<file path="src/rtl/bpra_pkg.sv">
// ----------------------------------------------------------------------------
// bpra_pkg
// Shared sizes, codes and types of the bitmap page run allocator.
// ----------------------------------------------------------------------------
`default_nettype none

package bpra_pkg;

  // Number of page frames held in the occupancy map.
  localparam int FRAMES     = 65536;
  localparam int WORD_BITS  = 64;
  localparam int OFF_W      = 6;
  localparam int LEN_W      = OFF_W + 1;
  localparam int MAP_WORDS  = (FRAMES + WORD_BITS - 1) / WORD_BITS;
  localparam int FRAME_W    = $clog2(FRAMES);
  localparam int WORD_W     = (FRAME_W > OFF_W) ? FRAME_W - OFF_W : 1;

  // Fixed field widths of the ports.
  localparam int CFG_W      = 17;
  localparam int PAGE_W     = 17;
  localparam int START_W    = 16;
  localparam int GRANT_W    = 16;

  // Frame counters must hold the frame limit itself; sums need one bit more.
  localparam int LIM_W      = (FRAME_W + 1 > CFG_W) ? FRAME_W + 1 : CFG_W;
  localparam int SUM_W      = LIM_W + 1;

  localparam logic [CFG_W-1:0] FRAME_COUNT_RESET = CFG_W'(65536);

  localparam logic OP_ALLOC        = 1'b0;
  localparam logic OP_FREE         = 1'b1;
  localparam logic STATUS_DONE     = 1'b0;
  localparam logic STATUS_NO_SPACE = 1'b1;

  typedef enum logic [2:0] {
    ST_CLEAR,
    ST_IDLE,
    ST_PASS,
    ST_FETCH,
    ST_SCAN,
    ST_MARK_RD,
    ST_MARK_WR,
    ST_RESULT
  } bpra_state_t;

  // One stretch of equal occupancy bits inside a map word.
  typedef struct packed {
    logic             free;
    logic [LEN_W-1:0] len;
  } bpra_seg_t;

endpackage

`default_nettype wire

</file>
<file path="src/rtl/bpra_seg_unit.sv">
// ----------------------------------------------------------------------------
// bpra_seg_unit
// Measures the stretch of equal occupancy bits that starts at a bit offset.
// ----------------------------------------------------------------------------
`default_nettype none

module bpra_seg_unit (
  input  logic [bpra_pkg::WORD_BITS-1:0] word,
  input  logic [bpra_pkg::OFF_W-1:0]     offset,
  output bpra_pkg::bpra_seg_t            seg
);

  logic [bpra_pkg::WORD_BITS-1:0] shifted;
  logic [bpra_pkg::WORD_BITS-1:0] pattern;
  logic [bpra_pkg::LEN_W-1:0]     ones;
  logic [bpra_pkg::LEN_W-1:0]     room;

  // Zeros shifted in above the word end read as free, so a used stretch stops
  // at the word end by itself and only a free stretch needs clamping to it.
  always_comb begin
    shifted = word >> offset;
    pattern = shifted[0] ? shifted : ~shifted;
    ones    = bpra_pkg::LEN_W'(bpra_pkg::WORD_BITS);
    for (int i = bpra_pkg::WORD_BITS - 1; i >= 0; i--) begin
      if (!pattern[i]) begin
        ones = bpra_pkg::LEN_W'(i);
      end
    end
    room     = bpra_pkg::LEN_W'(bpra_pkg::WORD_BITS) - bpra_pkg::LEN_W'(offset);
    seg.free = !shifted[0];
    seg.len  = (ones < room) ? ones : room;
  end

endmodule

`default_nettype wire

</file>
<file path="config.mk">
export PLATFORM = sky130hd
export DESIGN_NAME = bpra_seg_unit
export DESIGN_NICKNAME = d
export VERILOG_FILES = /design/src/rtl/bpra_pkg.sv /design/src/rtl/bpra_seg_unit.sv
export SDC_FILE = /design/constraint.sdc
export NUM_CORES = 1
export LEC_CHECK = 0
export BUFFER_PORTS_ARGS = -buffer_cell sky130_fd_sc_hd__buf_4
export CAP_MARGIN = 20
export CELL_PAD_IN_SITES_DETAIL_PLACEMENT = 0
export CELL_PAD_IN_SITES_GLOBAL_PLACEMENT = 1
export CORE_ASPECT_RATIO = 1.4
export CORE_MARGIN = 4
export CORE_UTILIZATION = 48
export DETAILED_ROUTE_END_ITERATION = 16
export MAX_ROUTING_LAYER = met4
export PLACE_DENSITY_LB_ADDON = 0.1
export SLEW_MARGIN = 30
export SYNTH_ARGS = -nofsm -noshare
export SYNTH_HDL_FRONTEND = slang
export SYNTH_SLANG_ARGS = --single-unit
</file>
<file path="constraint.sdc">
create_clock -name vclk -period 6.1
set_input_delay 0.305 -clock vclk [all_inputs]
set_output_delay 0.305 -clock vclk [all_outputs]
set_load 0.05 [all_outputs]
</file>
==> impl_metrics.py, run 1 <==
metrics = {
    "placement": {
        "dp.cells": 1225,
        "portBuffers": 78,
        "post-dp-hpwl_um": 29700,
        "gp_congestion": 1.09,
    },
    "yosys": {
        "seq_area_frac_synth_pct": 0,
        "yosysMostFrequentCell": "mux2i_1",
        "synth_top_area_share_pct": 17.4,
        "synth.distinct_cells": 104,
        "yosys_warnings": 0,
        "synth_nets": 990,
        "syn_inst": 913,
        "syn_area_mm2": 0.00775,
        "syn_area_per_cell_um2": 8.49,
        "synth_common_cells": "93 x mux2i_1, 66 x nor2_1, 64 x nand2_1, 60 x mux4_2, 32 x o21ai_0",
        "yosys.area.top_type": "mux4_2",
        "ys_top_cells_by_area": "mux4_2 17%, mux2i_1 12%, mux4_1 6.4%, mux2_2 4.4%, nor2_1 3.2%",
    },
    "power_and_ir_drop": {
        "leakage_nw": 3.72,
        "ir_drop_mv": 0.0864,
        "p_per_area_mw_per_mm2": 141,
    },
    "min_path": {
        "hold_path.class": "primary input to primary output",
    },
    "grt": {
        "grt_max_degree": 35,
        "grt_pass1_vias": 9074,
        "grt_pass1_wl_um": 55500,
        "antenna_found_initial": 0,
        "grt_overflow_total": 0,
        "grt_usage_pct": 40.8,
    },
    "die": {
        "ios": 78,
        "coreArea_mm2": 0.0157,
        "die_h_um": 158,
        "rows": 54,
        "dieArea_mm2": 0.0183,
        "die_w_um": 115,
        "start_util_pct": 49.2,
    },
    "final_layout": {
        "nClkBuffers": 0,
        "fillCellCount": 1472,
        "fin_cells": 1231,
        "register_area_um2": 0,
        "drive_above_1_share_pct": 34.6,
        "finish.utilization_pct": 58.5,
        "synthToLayoutAreaGrowth_pct": 18.8,
        "fin_nets": 1114,
        "multi_input_area_mm2": 0.00730,
        "seq_cells": 0,
        "antennaDiodeCount": 0,
    },
    "clock_tree": {
        "cts.hold.buffers_added": 0,
    },
    "critical_path": {
        "cp-startpoint": "offset[1]",
        "endpoint": "seg[1]",
        "required_ns": 5.79,
        "path_max_fanout": 28,
        "cp_data_arrival_time_ns": 5.59,
        "end_kind": "primary output",
        "max_stage_delay_ns": 0.70,
        "path_cells": "buf_4 > buf_12 > mux4_1 > mux2i_2 > o21ai_0 > or3_1 > buf_4 > xor2_1 > mux2i_1 > nand2b_1 > a2111oi_1 > a21oi_1 > a21oi_1 > ha_1 > a211o_1 > a221oi_2 > nand2_2 > o21ai_4 > buf_12 > mux2_4 > buf_4",
        "critPathSlowestCell": "mux4_1",
        "worst-setup-path-type": "primary input to primary output",
        "critPathLaunchType": "primary input",
        "crit_path_frequent_cell": "buf_4",
    },
    "status": {
        "status": "complete, no violations",
    },
    "timing": {
        "fin_crit_ns": 5.89,
        "fmax_ghz": 0.170,
        "maxSlewHeadroom_pct": 28.4,
        "hold_violations": 0,
        "setup_viol": 0,
        "drv_slew": 0,
        "finalCritPeriodShare_pct": 96.6,
        "finalSetupTns_ns": 0,
        "worst_slew_pin_slew_ns": 1.07,
    },
    "drt": {
        "avgViaCountPerCell": 7.62,
        "drc_errors": 0,
        "routed_wl_um": 36900,
        "ant_nets": 0,
        "first_iter_violations": 1311,
        "num_vias": 9384,
        "wl_per_cell_um": 30.0,
        "first_pass_iters": 6,
    },
    "job": {
        "maxCapViolCount": 0,
    },
}
-- per-layer routing --
layer / wire length, um / global-route usage, %
met1: 13400 / 48.2
met2: 17500 / 65.9
met3: 2880 / 4.98
met4: 3170 / 24.8
met5: 0 / -
-- placed cells by master, fill, tap and decap left out, types with 6 or more instances in the layout --
cell,count
nor4_1,8
nand3b_1,7
nand4_1,7
o21ai_1,7
nand3_1,28
a211oi_1,10
and2_1,11
inv_1,12
a211o_1,8
nor3_1,25
xnor2_1,15
nand2b_1,14
mux4_1,18
a22oi_1,14
nor2b_1,11
nor2_1,65
and3_1,15
o211ai_1,18
a31oi_1,9
o22ai_1,15
a21oi_1,30
ha_1,7
nand2_1,64
mux2_2,30
mux2i_1,91
or3_1,10
o21ai_0,31
o21a_1,6
a21o_1,9
o2bb2ai_1,6
o221ai_1,6
a22o_1,14
mux4_2,61
buf_4,196
-- stage by stage --
stage	power (mW)	hold WS, ns	setup slack (ns)	cell area, um^2
2_1_floorplan	0.788	1.38	0.0594	7750
3_3_place_gp	1.20	1.15	-0.0117	8990
3_5_place_dp	1.22	1.16	-0.105	8990
4_1_cts	1.22	1.16	0.0302	9000
5_1_grt	1.36	1.19	-0.0155	9210
6_report	1.30	1.16	0.208	9210
-- final cells by class --
class | count | area share (%)
inverter | 15 | 0.612
tap | 196 | 2.66
timing repair buffer | 205 | 17.5
multi-input combinational | 815 | 79.3
-- power by group --
| group | leakage, nW | switching (mW) | internal [mW] |
|---|---|---|---|
| Combinational | 3.72 | 0.755 | 0.547 |
| Clock | 0 | 0 | 0 |
| Sequential | 0 | 0 | 0 |
| Total | 3.72 | 0.755 | 0.547 |
-- worst max-delay path, delay by kind of cell --
family	cells	cell delay (ns)
xor gates and xnor gates	1	0.16
adders and majority gates	1	0.30
AOI/OAI and AO/OA	7	1.75
and+or+nand+nor	3	0.75
muxes	4	1.42
buffers and inverters	5	0.90
-- worst min-delay path by stage --
stage               from     end  slack [ns]  cells after the start
2_1_floorplan  offset[1]  seg[1]        1.38                      5
3_3_place_gp   offset[0]  seg[0]        1.15                      3
3_5_place_dp   offset[0]  seg[0]        1.16                      3
4_1_cts        offset[0]  seg[0]        1.16                      3
5_1_grt        offset[0]  seg[0]        1.19                      3
6_report       offset[0]  seg[0]        1.16                      3
-- cells by family (layout without fill, tap and decap cells) --
family	after synthesis	after routing	share of synthesized area, %
xor gates and xnor gates	21	21	2.37
adders and majority gates	7	7	1.13
AOI/OAI and AO/OA	278	278	27.2
and+or+nand+nor	300	300	20.1
muxes	209	209	41.7
buffers and inverters	98	220	7.59
-- what timing repair did --
action,CTS,global route
pin swaps,0,5
setup endpoints to repair,7,7
setup buffers,0,6
gates resized for setup,4,30
Note: power is estimated with default switching activity, not from simulation.
==> run 2, diff against run 1 <==
Settings changed: CORE_MARGIN 4 to default, RECOVER_POWER from default to 50.
==> impl_metrics.py, run 2 (synthesis results as in run 1) <==
metrics = {
    "grt": {
        "grt_max_degree": 48,
        "grt_usage_pct": 46.7,
        "antenna_found_initial": 2,
        "grt_pass1_vias": 8841,
        "grt_pass1_wl_um": 55900,
        "grt_overflow_total": 0,
    },
    "timing": {
        "fmax_ghz": 0.168,
        "setup_viol": 0,
        "drv_slew": 0,
        "maxSlewHeadroom_pct": 37.5,
        "fin_crit_ns": 5.95,
        "hold_violations": 0,
        "finalCritPeriodShare_pct": 97.6,
        "worst_slew_pin_slew_ns": 0.934,
    },
    "final_layout": {
        "final_cell_mix": "196 x buf_4, 88 x mux2i_1, 65 x nor2_1",
        "layout_commonest_cell": "buf_4",
        "register_area_um2": 0,
        "seq_cells": 0,
        "drive_above_1_share_pct": 34.8,
        "nClkBuffers": 0,
        "fillCellCount": 1422,
        "synthToLayoutAreaGrowth_pct": 19.9,
        "fin_nets": 1116,
        "finish.utilization_pct": 59.3,
    },
    "critical_path": {
        "cp-startpoint": "offset[1]",
        "cp_data_arrival_time_ns": 5.65,
        "endpoint": "seg[1]",
        "path_max_fanout": 23,
        "required_ns": 5.79,
        "critPathLaunchType": "primary input",
        "worst-setup-path-type": "primary input to primary output",
        "end_kind": "primary output",
    },
    "job": {
        "maxCapViolCount": 0,
    },
    "die": {
        "start_util_pct": 49.4,
        "rows": 54,
        "ios": 78,
        "coreArea_mm2": 0.0157,
        "dieArea_mm2": 0.0167,
        "die_h_um": 152,
        "die_w_um": 109,
    },
    "drt": {
        "first_pass_iters": 6,
        "routed_wl_um": 37600,
        "wl_per_cell_um": 30.4,
        "first_iter_violations": 1059,
        "avgViaCountPerCell": 7.61,
        "ant_nets": 0,
        "drc_errors": 0,
        "num_vias": 9402,
    },
    "clock_tree": {
        "cts.hold.buffers_added": 0,
    },
    "placement": {
        "post-dp-hpwl_um": 29100,
        "gp_congestion": 1.09,
        "portBuffers": 78,
    },
    "min_path": {
        "hold_path.class": "primary input to primary output",
    },
    "status": {
        "status": "complete, no violations",
    },
}
[run 2: cell types whose count changed in the layout (fill, tap and decap cells not counted), sizes merged]
cell / delta
clkbuf: +3
diode: +2
buf: -1
[run 2: metal layers]
| metal | global-route usage, % | part of all wire, % | vias to the layer above |
|---|---|---|---|
| met5 | - | 0 | - |
| met4 | 34.1 | 9.9 | 0 |
| met3 | 15.1 | 10 | 209 |
| met2 | 68.4 | 45 | 687 |
| met1 | 52.6 | 35 | 4520 |
| li1 | - | - | 3986 |
[run 2: worst min path at each step]
stage | from | end | slack, ns | cells after the start
3_5_place_dp | offset[0] | seg[0] | 1.27 | 3
2_1_floorplan | offset[1] | seg[1] | 1.38 | 5
4_1_cts | offset[0] | seg[0] | 1.27 | 3
6_report | offset[0] | seg[0] | 1.27 | 3
3_3_place_gp | offset[0] | seg[0] | 1.27 | 3
5_1_grt | offset[0] | seg[0] | 1.30 | 3
[run 2: final cells by class]
class	instances	area (um^2)	area share, %
diodes	2	5.00	0.0539
repair buffers	207	1670	17.9
inverters	15	56.3	0.606
well taps	196	245	2.64
multi-input cells	815	7320	78.8
[run 2: critical path, stage by stage]
cell,delay [ns]
buf_4,0.17
clkbuf_16,0.25
mux4_1,0.63
mux2i_1,0.16
buf_4,0.18
mux4_2,0.26
o22ai_1,0.13
or3_1,0.39
mux2_2,0.31
a2111oi_2,0.34
buf_4,0.18
nand3b_1,0.09
o211ai_2,0.27
a21oi_2,0.12
ha_1,0.30
a211o_1,0.31
a221oi_2,0.30
nand2_2,0.11
o21ai_4,0.18
buf_12,0.14
mux2_4,0.30
buf_4,0.19
[run 2: timing repair]
| action | in CTS | in global routing |
|---|---|---|
| cloned | 0 | 2 |
| setup buffers | 4 | 3 |
| pin swaps | 2 | 8 |
| endpoints found under the setup margin | 7 | 7 |
| resized for setup | 3 | 35 |
[run 2: through the flow]
| stage | cell area (um^2) | setup TNS [ns] | setup WS, ns | instances | hold WS, ns |
|---|---|---|---|---|---|
| 6_report | 9290 | 0 | 0.147 | 1235 | 1.27 |
| 5_1_grt | 9290 | -0.00933 | -0.00584 | 1235 | 1.30 |
| 4_1_cts | 9050 | 0 | 0.00929 | 1228 | 1.27 |
| 3_5_place_dp | 9000 | -0.403 | -0.0988 | 1224 | 1.27 |
| 3_3_place_gp | 9000 | -0.288 | -0.0886 | 1224 | 1.27 |
| 2_1_floorplan | 7750 | 0 | 0.0594 | 913 | 1.38 |
==> run 3, diff against run 2 <==
Clock period 6.1 ns to 6.7 ns, I/O delays scaled along.
==> impl_metrics.py, run 3 (synthesis results as in run 1) <==
metrics = {
    "timing": {
        "holdWs_ns": 1.26,
        "rsz0062_at_grt": "false",
        "worst_slew_pin_slew_ns": 0.821,
        "fin_crit_ns": 6.45,
        "fmax_ghz": 0.155,
        "finalCritPeriodShare_pct": 96.3,
        "maxSlewHeadroom_pct": 45.3,
        "drv_slew": 0,
        "setup_viol": 0,
        "hold_violations": 0,
        "finalSetupTns_ns": 0,
    },
    "die": {
        "ios": 78,
        "die_h_um": 152,
        "die_w_um": 109,
        "coreArea_mm2": 0.0157,
        "rows": 54,
        "start_util_pct": 49.4,
        "dieArea_mm2": 0.0167,
    },
    "critical_path": {
        "cp-startpoint": "offset[1]",
        "critical_path_buf_inv_count": 5,
        "critPathLaunchType": "primary input",
        "max_stage_delay_ns": 0.61,
        "cp_data_arrival_time_ns": 6.12,
        "path_cells": "buf_6 > buf_4 > buf_4 > mux4_2 > mux4_2 > nand2_1 > o221a_2 > mux4_2 > nor3b_2 > nand3b_1 > or3_1 > inv_1 > ha_1 > a21o_1 > a21o_1 > a221oi_1 > nand2_2 > o21ai_4 > mux2_4 > buf_4",
        "required_ns": 6.36,
        "path_max_fanout": 28,
        "worst-setup-path-type": "primary input to primary output",
        "end_kind": "primary output",
        "path_delay_family": "multiplexers",
        "critPathSlowestCell": "mux4_2",
        "cp_num_cells": 20,
    },
    "final_layout": {
        "drive_above_1_share_pct": 28.6,
        "register_area_um2": 0,
        "final_cell_mix": "137 x buf_4, 92 x mux2i_1, 65 x nor2_1",
        "fin_nets": 1051,
        "fillCellCount": 1482,
        "synthToLayoutAreaGrowth_pct": 11.3,
        "nClkBuffers": 0,
        "layout_commonest_cell": "buf_4",
        "seq_cells": 0,
    },
    "power_and_ir_drop": {
        "p_comb_share_pct": 100.0,
        "internal_power_uw": 436,
        "p_seq_share_pct": 0,
        "leakage_nw": 3.38,
        "ir_drop_mv": 0.0593,
        "clock_power_share_pct": 0,
        "p_per_area_mw_per_mm2": 129,
        "switching_share_pct": 60.7,
        "switchingPower_uw": 673,
    },
    "job": {
        "maxCapViolCount": 0,
    },
    "grt": {
        "grt_usage_pct": 45.3,
        "grt_max_degree": 58,
        "antenna_found_initial": 1,
        "grt_util_met2_pct": 68.3,
        "use_met3_pct": 8.73,
        "grt_overflow_total": 0,
        "grt_pass1_vias": 8635,
        "busiest_layer": "met2",
        "globalRouteMet1Util_pct": 52.2,
        "grt_pass1_wl_um": 54600,
    },
    "drt": {
        "wl_per_cell_um": 31.2,
        "drc_errors": 0,
        "avgViaCountPerCell": 7.80,
        "routed_wl_um": 36500,
        "first_pass_iters": 6,
        "num_vias": 9117,
        "first_iter_violations": 1152,
        "ant_nets": 0,
    },
    "placement": {
        "gp_congestion": 1.08,
        "portBuffers": 78,
        "post-dp-hpwl_um": 29000,
    },
    "clock_tree": {
        "post_cts_buffers": 0,
    },
    "min_path": {
        "hold_path.class": "primary input to primary output",
        "hold_path_depth": 4,
        "holdCritStartpoint": "offset[4]",
    },
    "status": {
        "status": "complete, no violations",
    },
}
==> run 3: path summary, 6_finish.rpt <==
check                end  slack (ns)
hold / removal    seg[4]        1.26
setup / recovery  seg[1]        0.25
==> run 3: area by class of cell <==
class,instances,area (um^2),area share [%]
multi-input combinational,815,7220,83.8
timing repair buffer,142,1100,12.7
tap,196,245,2.84
inverter,15,56.3,0.653
antenna,1,2.50,0.0290
==> run 3: through the flow <==
step | setup slack (ns) | total power, mW | util (%) | instance area [um^2] | instances
after detailed placement | 0.245 | 1.05 | 54.6 | 8550 | 1168
after CTS | 0.236 | 1.06 | 54.6 | 8550 | 1168
final | 0.249 | 1.11 | 55.0 | 8620 | 1169
after global routing | 0.000588 | 1.16 | 55.0 | 8620 | 1169
after floorplan | 0.599 | 0.718 | - | 7750 | 913
after global placement | 0.277 | 1.04 | 54.5 | 8550 | 1167
==> run 3: power groups by stage <==
stage	logic [mW]	clock network (mW)	registers [mW]
2_1_floorplan	0.718	0	0
3_3_place_gp	1.04	0	0
3_5_place_dp	1.05	0	0
4_1_cts	1.06	0	0
5_1_grt	1.16	0.0000000157	0
6_report	1.11	0.0000000149	0
==> run 3: timing repair <==
action / in CTS / in global routing
endpoints found under the setup margin: 0 / 7
hold buffers: 0 / 0
gates resized for setup: 0 / 11
==> run 3: layer usage <==
layer,up-vias,wire (um)
met3,204,2690
met5,-,0
met1,4405,13300
met2,647,16900
li1,3861,-
met4,0,3540
==> run 3: tightest hold or removal path: cells and delay by family <==
| family | cells | cell delay [ns] |
|---|---|---|
| XOR/XNOR | 1 | 0.19 |
| buffers and inverters | 2 | 0.31 |
| multiplexers | 1 | 0.10 |
